`src/design/ptl_pkg.sv`:
```
// shared types, constants and the calibration rom of the pt1000 linearizer
`default_nettype none

package ptl_pkg;

    localparam int ROM_ROWS = 31;
    localparam int IDX_W    = 5;
    localparam int VIN_W    = 23;
    localparam int UV_W     = 22;
    localparam int RES_W    = 18;
    localparam int FLAG_W   = 2;
    localparam int DR_W     = 19;
    localparam int DVV_W    = 24;
    localparam int PROD_W   = 36;
    localparam int DV_W     = 22;
    localparam int SUM_W    = 38;

    localparam logic [FLAG_W-1:0] FLAG_INSIDE = 2'd0;
    localparam logic [FLAG_W-1:0] FLAG_BELOW  = 2'd1;
    localparam logic [FLAG_W-1:0] FLAG_ABOVE  = 2'd2;

    localparam logic [RES_W-1:0] R_MIN_CENTIOHM = 18'd10000;
    localparam logic [RES_W-1:0] R_MAX_CENTIOHM = 18'd200000;

    typedef struct packed {
        logic              start;
        logic [PROD_W-1:0] dividend;
        logic [DV_W-1:0]   divisor;
    } div_ctrl_t;

    typedef struct packed {
        logic busy;
        logic done;
    } div_stat_t;

    // table voltage in millivolts
    function automatic int rom_mv(input logic [IDX_W-1:0] idx);
        int mv;
        case (idx)
            5'd0:  mv = 15;
            5'd1:  mv = 145;
            5'd2:  mv = 268;
            5'd3:  mv = 392;
            5'd4:  mv = 514;
            5'd5:  mv = 634;
            5'd6:  mv = 754;
            5'd7:  mv = 869;
            5'd8:  mv = 986;
            5'd9:  mv = 1098;
            5'd10: mv = 1216;
            5'd11: mv = 1322;
            5'd12: mv = 1430;
            5'd13: mv = 1540;
            5'd14: mv = 1650;
            5'd15: mv = 1753;
            5'd16: mv = 1818;
            5'd17: mv = 1859;
            5'd18: mv = 1900;
            5'd19: mv = 1941;
            5'd20: mv = 1981;
            5'd21: mv = 2030;
            5'd22: mv = 2070;
            5'd23: mv = 2114;
            5'd24: mv = 2159;
            5'd25: mv = 2201;
            5'd26: mv = 2247;
            5'd27: mv = 2288;
            5'd28: mv = 2330;
            5'd29: mv = 2380;
            5'd30: mv = 2426;
            default: mv = 0;
        endcase
        return mv;
    endfunction

    // table resistance in 0.1 ohm
    function automatic int rom_dohm(input logic [IDX_W-1:0] idx);
        int r;
        case (idx)
            5'd0:  r = 1852;
            5'd1:  r = 2283;
            5'd2:  r = 2710;
            5'd3:  r = 3134;
            5'd4:  r = 3554;
            5'd5:  r = 3972;
            5'd6:  r = 4388;
            5'd7:  r = 4800;
            5'd8:  r = 5211;
            5'd9:  r = 5619;
            5'd10: r = 6026;
            5'd11: r = 6430;
            5'd12: r = 6833;
            5'd13: r = 7233;
            5'd14: r = 7633;
            5'd15: r = 8031;
            5'd16: r = 8427;
            5'd17: r = 8822;
            5'd18: r = 9216;
            5'd19: r = 9609;
            5'd20: r = 10000;
            5'd21: r = 10390;
            5'd22: r = 10779;
            5'd23: r = 11167;
            5'd24: r = 11554;
            5'd25: r = 11940;
            5'd26: r = 12324;
            5'd27: r = 12708;
            5'd28: r = 13090;
            5'd29: r = 13471;
            5'd30: r = 13851;
            default: r = 0;
        endcase
        return r;
    endfunction

    // table voltage in microvolts
    function automatic logic [UV_W-1:0] rom_uv(input logic [IDX_W-1:0] idx);
        return UV_W'(rom_mv(idx) * 1000);
    endfunction

    // table resistance in centiohm
    function automatic logic [RES_W-1:0] rom_cohm(input logic [IDX_W-1:0] idx);
        return RES_W'(rom_dohm(idx) * 10);
    endfunction

endpackage

`default_nettype wire

```
`src/design/ptl_divider.sv`:
```
// restoring serial divider, one quotient bit per cycle
`default_nettype none

module ptl_divider (
    input  wire logic              clk,
    input  wire logic              rst_n,
    input  wire ptl_pkg::div_ctrl_t ctrl,
    output ptl_pkg::div_stat_t     stat,
    output logic [ptl_pkg::PROD_W-1:0] quotient
);

    localparam int CNT_W = $clog2(ptl_pkg::PROD_W + 1);

    logic [ptl_pkg::PROD_W-1:0] shift_reg, shift_next;
    logic [ptl_pkg::DV_W-1:0]   rem_reg, rem_next;
    logic [ptl_pkg::DV_W-1:0]   divisor_reg, divisor_next;
    logic [CNT_W-1:0]           count_reg, count_next;
    logic                       busy_reg, busy_next;
    logic                       done_reg, done_next;
    logic [ptl_pkg::DV_W:0]     trial;
    logic                       fits;

    // shift the next dividend bit into the partial remainder
    assign trial = {rem_reg, shift_reg[ptl_pkg::PROD_W-1]};
    assign fits  = trial >= {1'b0, divisor_reg};

    always_comb
    begin
        shift_next   = shift_reg;
        rem_next     = rem_reg;
        divisor_next = divisor_reg;
        count_next   = count_reg;
        busy_next    = busy_reg;
        done_next    = 1'b0;
        if (ctrl.start && !busy_reg)
        begin
            shift_next   = ctrl.dividend;
            rem_next     = '0;
            divisor_next = ctrl.divisor;
            count_next   = CNT_W'(ptl_pkg::PROD_W);
            busy_next    = 1'b1;
        end
        else if (busy_reg)
        begin
            shift_next = {shift_reg[ptl_pkg::PROD_W-2:0], fits};
            rem_next   = fits ? ptl_pkg::DV_W'(trial - {1'b0, divisor_reg})
                              : trial[ptl_pkg::DV_W-1:0];
            count_next = count_reg - CNT_W'(1);
            if (count_reg == CNT_W'(1))
            begin
                busy_next = 1'b0;
                done_next = 1'b1;
            end
        end
    end

    always_ff @(posedge clk or negedge rst_n)
    begin
        if (!rst_n)
        begin
            busy_reg  <= 1'b0;
            done_reg  <= 1'b0;
            count_reg <= '0;
        end
        else
        begin
            busy_reg  <= busy_next;
            done_reg  <= done_next;
            count_reg <= count_next;
        end
    end

    always_ff @(posedge clk)
    begin
        shift_reg   <= shift_next;
        rem_reg     <= rem_next;
        divisor_reg <= divisor_next;
    end

    assign stat.busy = busy_reg;
    assign stat.done = done_reg;
    assign quotient  = shift_reg;

endmodule

`default_nettype wire

```
`config.mk`:
```
export PLATFORM = sky130hd
export DESIGN_NAME = ptl_divider
export DESIGN_NICKNAME = d
export VERILOG_FILES = /design/src/design/ptl_pkg.sv /design/src/design/ptl_divider.sv
export SDC_FILE = /design/constraint.sdc
export NUM_CORES = 1
export LEC_CHECK = 0
export ABC_CLOCK_PERIOD_IN_PS = 2900
export BUFFER_PORTS_ARGS = -buffer_cell sky130_fd_sc_hd__buf_2
export CAP_MARGIN = 20
export CORE_UTILIZATION = 40
export CTS_CLUSTER_DIAMETER = 80
export CTS_CLUSTER_SIZE = 16
export DETAILED_ROUTE_END_ITERATION = 6
export GPL_TIMING_DRIVEN = 0
export PLACE_DENSITY = 0.72
export SYNTH_ARGS = -nofsm -noshare
export SYNTH_HDL_FRONTEND = slang
export SYNTH_SLANG_ARGS = --single-unit
```
`constraint.sdc`:
```
create_clock -name clk -period 2.9 [get_ports clk]
set_clock_uncertainty 0.2 [all_clocks]
set_input_delay 0.58 -clock clk [delete_from_list [all_inputs] [get_ports clk]]
set_output_delay 0.58 -clock clk [all_outputs]
set_load 0.005 [all_outputs]
```
# [Word-level counts from Yosys, hierarchy flattened]
# Index checks and enable logic that the tools add are counted.
[op_classes] n_mux=11 magnitude_cmp=1 eq_ne=1 n_bitwise=0 div=0 shift=0 n_mul=0 n_addsub=2 n_reduce_logical=3
[ops] cell="36-bit 2-to-1 mux" n=2
[ops] cell="23-bit by 22-bit >= comparator with 1-bit output" n=1
[ops] cell="22-bit 2-to-1 mux" n=1
[ops] cell="22-bit subtractor" n=1
[ops] cell="6-bit 2-to-1 mux" n=2
[ops] cell="6-bit by 1-bit equality test with 1-bit output (second input constant)" n=1
[ops] cell="1-bit 2-to-1 mux" n=6
[ops] cell="6-bit by 1-bit subtractor with 6-bit output (second input constant)" n=1
[ops] cell="2-bit nonzero test" n=1
[ops] cell="1-bit logical AND" n=1
[ops] cell="1-bit logical NOT" n=1
[totals] mem_count=0 mem_bits_ro=0 in_bits=61 ff_bits=88 latchBits=0 ram_bits=0

# [Longest topological paths before layout]
# Gate-level depths: netlist (run 1).
[depth] word_depth=4 ltp_mapped=12 depth_no_buf=12

# [Worst setup path before layout (run 1)]
# No wires, ideal clock.
[synth_timing] path_type="in2reg" startpoint="in ctrl[58] in the netlist's numbering" endpoint="reg shift_reg, in the netlist quotient[27], data pin" arrival_time_ns=2.656 required_ns=2.439 slack_ns=-0.217 stages=5 cell_sequence="clkbuf_1 nor2b_1 buf_1 buf_1 mux2_2"
[synth_between] elab_chain_cells=2
[synth_lines] element="start, declared" line_no="ptl_divider.sv:7" source="input wire ptl_pkg::div_ctrl_t ctrl,"
[synth_lines] element="1-bit logical AND" line_no="ptl_divider.sv:35" source="if (ctrl.start && !busy_reg)"
[synth_lines] element="36-bit 2-to-1 mux" line_no="ptl_divider.sv:35"
[synth_lines] element="via shift_next (one bit)" line_no="ptl_divider.sv:14" source="logic [ptl_pkg::PROD_W-1:0] shift_reg, shift_next;"
[synth_lines] element="end signal, assigned" line_no="ptl_divider.sv:75" source="shift_reg <= shift_next;"
[synth_lines] element="end, declared" line_no="ptl_divider.sv:14"
# The timed path passes the listed nets, and every way through them passes these cells.
# A chain may end at the register's enable or synchronous reset.

# [Worst setup path after layout (run 1)]
[layout_timing] startpoint="reg shift_reg, in the netlist quotient[35]" endpoint="reg rem_reg[20] in the netlist's numbering"
[layout_between] elab_chain_cells=2 elab_cells_between_ends=3
[layout_lines] element="22-bit subtractor / 23-bit by 22-bit >= comparator with 1-bit output (equally long branches)" line_no="ptl_divider.sv:46, ptl_divider.sv:25"
[layout_lines] element="22-bit 2-to-1 mux (*)" line_no="ptl_divider.sv:46" source="rem_next = fits ? ptl_pkg::DV_W'(trial - {1'b0, divisor_reg})"
[layout_lines] element="end signal, assigned" line_no="ptl_divider.sv:76" source="rem_reg <= rem_next;"
[layout_lines] element="end, declared" line_no="ptl_divider.sv:15" source="logic [ptl_pkg::DV_W-1:0] rem_reg, rem_next;"
# Mark *: on every way between the ends. The rest lies on a longest branch, timed or not.

==> flow_summary.toml, run 1 <==
[status]
status = "finished, violations left"
violations = "setup timing"

[place]
routabilityCongestion = 0.824
port_buffers = 97
placed_area_mm2 = 0.00534
dp_hpwl_um = 7210

[clock_tree]
clk_latency_ps = 350
numCtsBuffers = 9
htreeDepth = 3
cts_tree = "done"
cts-root-buf = "clkbuf_16"
clockBufferDepth = 2
clock_sinks = 88
clk_pin_slew_worst_paths_ps = 70

[timing]
setup_violations = 4
max_slew_margin = 0.508
finalCritPeriodShare = 1.04
fmax_mhz = 333
rsz0062_at_grt = "yes"
finalHoldViolations = 0
fin_ws_ps = -104
tightest_slew_ps = 738
drv_slew = 0
final.min_clock_period_ps = 3000

[cells_and_area]
nNetsFinal = 628
fillers = 979
antenna_cells = 0
fin_area_mm2 = 0.00589
seqCellArea_mm2 = 0.00238
multi_input_area_mm2 = 0.00214
drive_gt1_frac = 0.364
largest_reg_flops = 36
fin_util = 0.532
syn2layout_area_growth_pct = 27.2

[detailed_routing]
drcViolationCount = 0
vias = 3595
via_per_inst = 5.23
drt-pass1-iter-count = 4
drtIter0Drc = 205
wire_per_inst_um = 15.3
wl_um = 10500
antenna_left = 0

[floorplanning]
io_pins = 99
dieHeight_um = 110
fp-row-count = 38
core_area_mm2 = 0.0111
die_area_mm2 = 0.0120
fp.dieW_um = 110
start_util = 0.418

[setup_path]
cp-start-kind = "flop"
cp.depth = 12
path_class = "reg -> reg"
crit_required_ps = 2950
critPathCaptureType = "flop"
path_cells = "inv_2 > ha_4 > inv_2 > fa_2 > a211oi_2 > o21bai_1 > o21a_1 > a2111o_1 > a31o_2 > a21oi_2 > xnor2_1 > a31o_2"
path_delay_family = "compound AO/OA/AOI/OAI gates"
crit_fanout = 2
cpMaxStageDelayCell = "edfxtp_1"
critPathArrivalTime_ps = 3050
cpPeakStageDelay_ps = 410
critPathBufInv = 2
reg2reg_depth = 12

[grt]
grt_max_degree = 32
grt.total_usage = 0.183
grt_pass1_vias = 3552
use_met1 = 0.233
gr-total-overflow = 0
grt_pass1_wl_um = 16800
antenna_found_initial = 0
busiest_layer = "met2"
met3_usage = 0.0628
met2_usage = 0.289

[worst_hold_path]
min_path_type = "in -> reg"
hold_path_depth = 1

[power]
p_switching_mw = 2.50
peakVddDrop_uv = 588
power.leakage_nw = 2.55
seq_power_share = 0.329
comb_power_share = 0.497
power.internal_mw = 4.39
clkPwrFrac = 0.174
switching_share = 0.363
p_per_area_mw_per_mm2 = 1170

[synthesis]
ys.warnings.count = 0
syn-instance-count = 414
synthesis.area_mm2 = 0.00463
ys_ff_latch = 88
synth_flop_cell = "edfxtp_1"
syn-num-nets = 500
synth.distinct_cells = 55
netlist_top_cells_count = "58 x edfxtp_1, 41 x nand2_1, 36 x mux2_2"
synth_seq_area_share = 0.514
synth_edf_count = 58
yosysMostFrequentCell = "edfxtp_1"
syn_avg_cell_area_um2 = 11.2
yosys.area.top_type_share = 0.376
ys_async_sr_fraction = 0.0909
yosys-top-cells-area = "edfxtp_1 38%, dfxtp_1 9.5%, mux2_2 8.8%, ha_1 6.5%, dfrtp_1 4.3%"
yosys.area.top_type = "edfxtp_1"

[job]
max_cap_violations = 0
==> power groups by stage <==
stage / Sequential (mW) / Clock [mW] / Combinational (mW)
after floorplan: 2.24 / 0 / 2.14
after global placement: 2.25 / 0 / 2.85
after detailed placement: 2.26 / 0 / 2.95
after CTS: 2.25 / 1.23 / 3.18
after global routing: 2.33 / 1.27 / 3.77
final: 2.27 / 1.20 / 3.42
==> path summary, 6_finish.rpt <==
check	startpoint	to	slack [ps]
worst min register to register	count_reg[5]	count_reg[5]	270
worst min-delay path	ctrl[20]	divisor_reg[20]	200
worst max register to register	quotient[35]	rem_reg[20]	-100
worst max-delay path	quotient[35]	rem_reg[20]	-100
min in group asynchronous	rst_n	count_reg[2]	410
max in group asynchronous	rst_n	count_reg[1]	1920
==> layout by cell type (no fill, tap or decap), types with 13 or more instances in the layout <==
master and n:
nor2_1 13, dfxtp_1 22, edfxtp_1 58, nand3_1 20, buf_2 97, nand2_1 41, ha_1 19, buf_4 23
mux2_2 36, a21oi_1 13, xnor2_1 14, inv_1 29, o211ai_1 22
==> through the flow <==
| step | setup TNS (ps) | hold WS (ps) | std cells | setup WS, ps | power [mW] |
|---|---|---|---|---|---|
| after floorplan | -28.8 | 84.4 | 414 | -28.8 | 4.38 |
| after global placement | -18080 | 230 | 651 | -538 | 5.09 |
| after detailed placement | -15100 | 233 | 652 | -554 | 5.21 |
| after CTS | -321 | 190 | 680 | -152 | 6.67 |
| after global routing | -893 | 194 | 687 | -242 | 7.37 |
| final | -237 | 200 | 687 | -104 | 6.89 |
==> layout make-up <==
class                      count  share of cell area
clock inverter                 6              0.0125
clock buffer                  10              0.0389
timing repair buffer         117               0.112
tap                          140              0.0297
sequential                    88               0.404
multi-input combinational    274               0.363
buffer                        20              0.0191
inverter                      32              0.0204
==> logic make-up after synthesis <==
| kind of cell | count (synthesis) | share of synthesized area |
|---|---|---|
| mux | 39 | 0.0943 |
| flops | 88 | 0.514 |
| simple gates | 108 | 0.112 |
| fa+ha+maj | 25 | 0.0692 |
| compound gates | 84 | 0.133 |
| xor+xnor | 18 | 0.0340 |
| buf+inv | 52 | 0.0440 |
==> worst register-to-register path: cells and delay by family (launching register included) <==
family / cells / cell delay, ps
XOR/XNOR: 1 / 80
flip-flops: 1 / 410
AO/OA/AOI/OAI: 7 / 1600
adder cells (fa/ha/maj): 2 / 490
buffers and inverters: 2 / 120
==> repair_timing <==
item                       4_1_cts  5_1_grt
setup endpoints to repair       29       22
gates resized for setup         17       18
setup buffers                   11        7
hold buffers                     1        0
hold endpoints to repair         8        0
pin swaps                       11       10
==> metal layers <==
layer,part of all wire,vias to the layer above
li1,-,1778
met1,0.45,1697
met2,0.46,106
met3,0.070,14
met4,0.018,0
met5,0,-
Power figures use the tool's default switching activity.
==> inputs of run 2 (changes only) <==
--- a/config.mk
+++ b/config.mk
@@ -5,6 +5,7 @@
 export SDC_FILE = /design/constraint.sdc
 export NUM_CORES = 1
 export LEC_CHECK = 0
+export ABC_AREA = 1
 export ABC_CLOCK_PERIOD_IN_PS = 2900
 export BUFFER_PORTS_ARGS = -buffer_cell sky130_fd_sc_hd__buf_2
 export CAP_MARGIN = 20
@@ -13,7 +14,7 @@
 export CTS_CLUSTER_SIZE = 16
 export DETAILED_ROUTE_END_ITERATION = 6
 export GPL_TIMING_DRIVEN = 0
-export PLACE_DENSITY = 0.72
+export PLACE_DENSITY = 0.71
 export SYNTH_ARGS = -nofsm -noshare
 export SYNTH_HDL_FRONTEND = slang
 export SYNTH_SLANG_ARGS = --single-unit
==> constraint.sdc (replaced) <==
create_clock -name clk -period 2.9 [get_ports clk]
set_clock_uncertainty 0.2 [all_clocks]
set_input_delay 0.58 -clock clk [delete_from_list [all_inputs] [get_ports clk]]
set_output_delay 0.58 -clock clk [all_outputs]
set_load 0.1 [all_outputs]
==> flow_summary.toml, run 2 <==
[detailed_routing]
wl_um = 13000
antenna_left = 0
drtIter0Drc = 257
wire_per_inst_um = 12.9
via_per_inst = 4.72
drcViolationCount = 0
vias = 4757
drt-pass1-iter-count = 5

[cells_and_area]
drive_gt1_frac = 0.182
antenna_cells = 0
syn2layout_area_growth_pct = 18.6
fillers = 1329
multi_input_area_mm2 = 0.00242
final_cell_mix = "303 x nand2_1, 112 x inv_1, 102 x buf_2, 58 x edfxtp_1, 52 x nand3_1"
layoutNonFillerInstCount = 1008
largest_reg_flops = 36
nNetsFinal = 917
final_common_cell = "nand2_1"
seqCellArea_mm2 = 0.00238

[place]
dp_hpwl_um = 9860
port_buffers = 98
dp_cells = 991
routabilityCongestion = 0.922

[setup_path]
crit_fanout = 45
path_cells = "buf_2 > nor2_2 > clkinv_2"
cpMaxStageDelayCell = "clkinv_2"
crit_required_ps = 2560
cp-start-kind = "flop"
critPathCaptureType = "flop"
critPathBufInv = 2
critPathArrivalTime_ps = 2140
cpPeakStageDelay_ps = 750
path_class = "reg -> reg"
path_delay_family = "buffers and inverters"

[floorplanning]
core_area_mm2 = 0.0129
die_area_mm2 = 0.0139
dieHeight_um = 118
start_util = 0.417
io_pins = 99
fp.dieW_um = 118
fp-row-count = 41

[job]
max_cap_violations = 0

[clock_tree]
cts_tree = "done"
clock_sinks = 88
clk_pin_slew_worst_paths_ps = 70
numCtsBuffers = 9
clockBufferDepth = 2
cts-root-buf = "clkbuf_16"
htreeDepth = 3
cts_setup_buffers = 0
clk_latency_ps = 350

[synthesis]
syn_avg_cell_area_um2 = 7.44
synth_edf_count = 58
synth.distinct_cells = 39
synth_seq_area_share = 0.444
yosys.area.top_type_share = 0.324
syn-num-nets = 807
ys.warnings.count = 0
ys_async_sr_fraction = 0.0909
syn-instance-count = 721
ys_ff_latch = 88
yosysMostFrequentCell = "nand2_1"
netlist_top_cells_count = "303 x nand2_1, 112 x inv_1, 58 x edfxtp_1"
yosys-top-cells-area = "edfxtp_1 32%, nand2_1 21%, dfxtp_1 8.2%, inv_1 7.8%, ha_1 5.6%"
synthesis.area_mm2 = 0.00537
yosys.area.top_type = "edfxtp_1"
synth_flop_cell = "edfxtp_1"

[grt]
met3_usage = 0.0572
grt.total_usage = 0.199
gr-total-overflow = 0
met2_usage = 0.328
grt_pass1_vias = 4653
grt_max_degree = 46
grt_pass1_wl_um = 22100
use_met1 = 0.252
antenna_found_initial = 0
busiest_layer = "met2"

[timing]
final.min_clock_period_ps = 2480
setup_violations = 0
drv_slew = 0
tightest_slew_ps = 806
finalHoldViolations = 0
rsz0062_at_grt = "no"
finalCritPeriodShare = 0.855
max_slew_margin = 0.462
fmax_mhz = 403

[status]
status = "finished, final reports clean"

[worst_hold_path]
min_path_type = "in -> reg"
run 2: changes by cell type after synthesis, sizes merged, moves of 7 or more:
cell / change
nand2: +272
inv: +82
mux2: -37
nand3: +34
nor2: +24
o211ai: -22
nand3b: +11
xnor2: -8
a21o: -7
buf: +7
run 2: stage by stage:
stage	TNS (ps)	setup slack (ps)	utilization	hold slack [ps]	area, µm²
floorplan	0	308	-	84.4	5370
global placement	-21260	-501	0.472	236	6070
detailed placement	0	302	0.472	237	6080
CTS	0	394	0.494	192	6370
global route	0	173	0.494	190	6370
finish	0	419	0.494	204	6370
run 2: logic make-up after synthesis:
family	after synthesis	share of synthesized area
AO/OA/AOI/OAI	37	0.0394
XOR/XNOR	7	0.0114
adder cells (fa/ha/maj)	25	0.0597
buffers and inverters	136	0.106
flip-flops	88	0.444
AND/OR/NAND/NOR	428	0.340
run 2: repair_timing:
action / CTS / global route
hold endpoints to repair: 8 / 0
gates resized for setup: 0 / 0
hold buffers: 1 / 0
run 2: layout make-up:
cell class              count  area share
multi-input cells         497       0.380
flip-flops and latches     88       0.374
repair buffers             99      0.0786
inverters                 115      0.0680
clock buffers              10      0.0375
well taps                 172      0.0338
plain buffers              21      0.0216
clock inverters             6     0.00649
run 2: final timing paths:
| path | startpoint | end | slack, ps | cells past startpoint |
|---|---|---|---|---|
| worst max-delay path | busy_reg | quotient[5] | 420 | 3 |
| worst min-delay path | ctrl[1] | divisor_reg[1] | 200 | 1 |
| worst max register to register | busy_reg | quotient[5] | 420 | 3 |
| worst min register to register | rem_reg[21] | rem_reg[21] | 270 | 2 |
| max in group asynchronous | rst_n | done_reg | 1930 | 2 |
| min in group asynchronous | rst_n | count_reg[1] | 400 | 2 |
run 2: metal layers:
layer | wire (µm) | part of all wire | vias up
met5 | 0 | 0 | -
met4 | 154 | 0.012 | 0
met3 | 868 | 0.067 | 10
met2 | 6040 | 0.46 | 134
met1 | 5950 | 0.46 | 2135
li1 | - | - | 2478
run 2: worst reg2reg max path: stages (launching register included):
cell      delay [ps]
dfrtp_1          370
buf_2            200
nor2_2           460
clkinv_2         750
Power of run 2 is not shown: default switching activity piles up to over one toggle a cycle in this logic, so the estimate is an artifact.
==> inputs of run 3 (changes only) <==
--- a/config.mk
+++ b/config.mk
@@ -9,12 +9,13 @@
 export ABC_CLOCK_PERIOD_IN_PS = 2900
 export BUFFER_PORTS_ARGS = -buffer_cell sky130_fd_sc_hd__buf_2
 export CAP_MARGIN = 20
-export CORE_UTILIZATION = 40
+export CORE_MARGIN = 3
+export CORE_UTILIZATION = 25
 export CTS_CLUSTER_DIAMETER = 80
 export CTS_CLUSTER_SIZE = 16
 export DETAILED_ROUTE_END_ITERATION = 6
 export GPL_TIMING_DRIVEN = 0
-export PLACE_DENSITY = 0.71
+export PLACE_DENSITY = 0.52
 export SYNTH_ARGS = -nofsm -noshare
 export SYNTH_HDL_FRONTEND = slang
 export SYNTH_SLANG_ARGS = --single-unit
==> flow_summary.toml, run 3 (synthesis gave the netlist of run 2 again) <==
[status]
status = "finished, final reports clean"

[setup_path]
r2r_start = "busy_reg"
cp-start-kind = "flop"
regToRegEndpoint = "quotient[32]"
path_class = "reg -> reg"
rrSetupSlack_ps = 360
critPathArrivalTime_ps = 2200
reg2reg_depth = 3
crit_required_ps = 2560
critPathCaptureType = "flop"
crit_fanout = 45

[cells_and_area]
largest_reg_flops = 36
final_cell_mix = "303 x nand2_1, 112 x inv_1, 102 x buf_2, 58 x edfxtp_1, 52 x nand3_1"
antenna_cells = 0
syn2layout_area_growth_pct = 21.3
drive_gt1_frac = 0.181
layoutNonFillerInstCount = 1106
fillers = 2284
final_common_cell = "nand2_1"
nNetsFinal = 917

[clock_tree]
clock_sinks = 88
cts-root-buf = "clkbuf_16"
cts_setup_buffers = 0
htreeDepth = 3
numCtsBuffers = 9
clockBufferDepth = 2
cts_tree = "done"
clk_latency_ps = 360
clk_pin_slew_worst_paths_ps = 70

[grt]
grt.total_usage = 0.129
gr-total-overflow = 0
grt_pass1_wl_um = 24400
antenna_found_initial = 1
grt_max_degree = 46
grt_pass1_vias = 4754

[worst_hold_path]
min_to = "divisor_reg[15]"
min_path_type = "in -> reg"
hold_path_startpoint = "ctrl[15]"
hold_path_depth = 1

[timing]
tightest_slew_ps = 836
rsz0062_at_grt = "no"
fmax_mhz = 394
drv_slew = 0
finalCritPeriodShare = 0.876
final.min_clock_period_ps = 2540
max_slew_margin = 0.443
setup_violations = 0
finalHoldViolations = 0

[floorplanning]
io_pins = 99
die_area_mm2 = 0.0233
fp.dieW_um = 153
start_util = 0.259
core_area_mm2 = 0.0207
dieHeight_um = 153
fp-row-count = 52

[place]
routabilityCongestion = 0.882
dp_hpwl_um = 11100
dp_cells = 1089
port_buffers = 98

[detailed_routing]
antenna_left = 0
wire_per_inst_um = 13.2
drcViolationCount = 0
drtIter0Drc = 322
via_per_inst = 4.24
drt-pass1-iter-count = 4
vias = 4692
wl_um = 14600

[job]
max_cap_violations = 0
[run 3: changes by cell type in the layout (fill, tap and decap cells not counted)]
| cell | before | now |
|---|---|---|
| clkinv_2 | 4 | 2 |
| bufinv_16 | 0 | 1 |
| clkbuf_8 | 1 | 0 |
| clkinv_1 | 0 | 1 |
| clkinv_4 | 1 | 0 |
| inv_6 | 2 | 3 |
| inv_8 | 0 | 1 |
[run 3: layout make-up]
type | instances | area, µm² | area share
clock inverter | 7 | 76.3 | 0.0117
inverter | 115 | 433 | 0.0665
sequential | 88 | 2380 | 0.366
multi-input combinational | 497 | 2420 | 0.371
tap | 270 | 338 | 0.0519
clock buffer | 9 | 225 | 0.0346
buffer | 21 | 138 | 0.0211
timing repair buffer | 99 | 500 | 0.0769
[run 3: worst max-delay path by stage]
stage                       from            to  slack [ps]
global placement        ctrl[58]  quotient[12]        -670
CTS                     busy_reg  count_reg[0]         270
global route            busy_reg  count_reg[0]          70
finish                  busy_reg  quotient[32]         360
floorplan           quotient[35]    rem_reg[2]         310
detailed placement      ctrl[58]  count_reg[0]         200
[run 3: repair_timing]
action / in CTS / in global routing
endpoints found under the hold margin: 8 / 0
gates resized for setup: 0 / 0
hold buffers: 1 / 0
[run 3: per-layer routing]
metal | track usage | up-vias | wire (µm)
li1 | - | 2484 | -
met1 | 0.169 | 2062 | 6970
met2 | 0.202 | 130 | 6230
met3 | 0.0540 | 14 | 1180
met4 | 0.0284 | 2 | 183
met5 | 0 | - | 13
[run 3: per-stage QoR]
step                instance area (µm²)  setup WS, ps  TNS (ps)  utilization  hold slack (ps)
global route                       6510          70.3         0        0.315              178
global placement                   6200          -667    -28800        0.299              237
detailed placement                 6200           202         0        0.300              235
floorplan                          5370           308         0            -             84.4
finish                             6510           360         0        0.315              194
CTS                                6510           272         0        0.315              182
[run 3: critical path, stage by stage (launching register included)]
cell and delay (ps):
dfrtp_1 370, buf_2 210, nor2_2 480, clkinv_2 760
Power of run 3 is left out for the same reason.
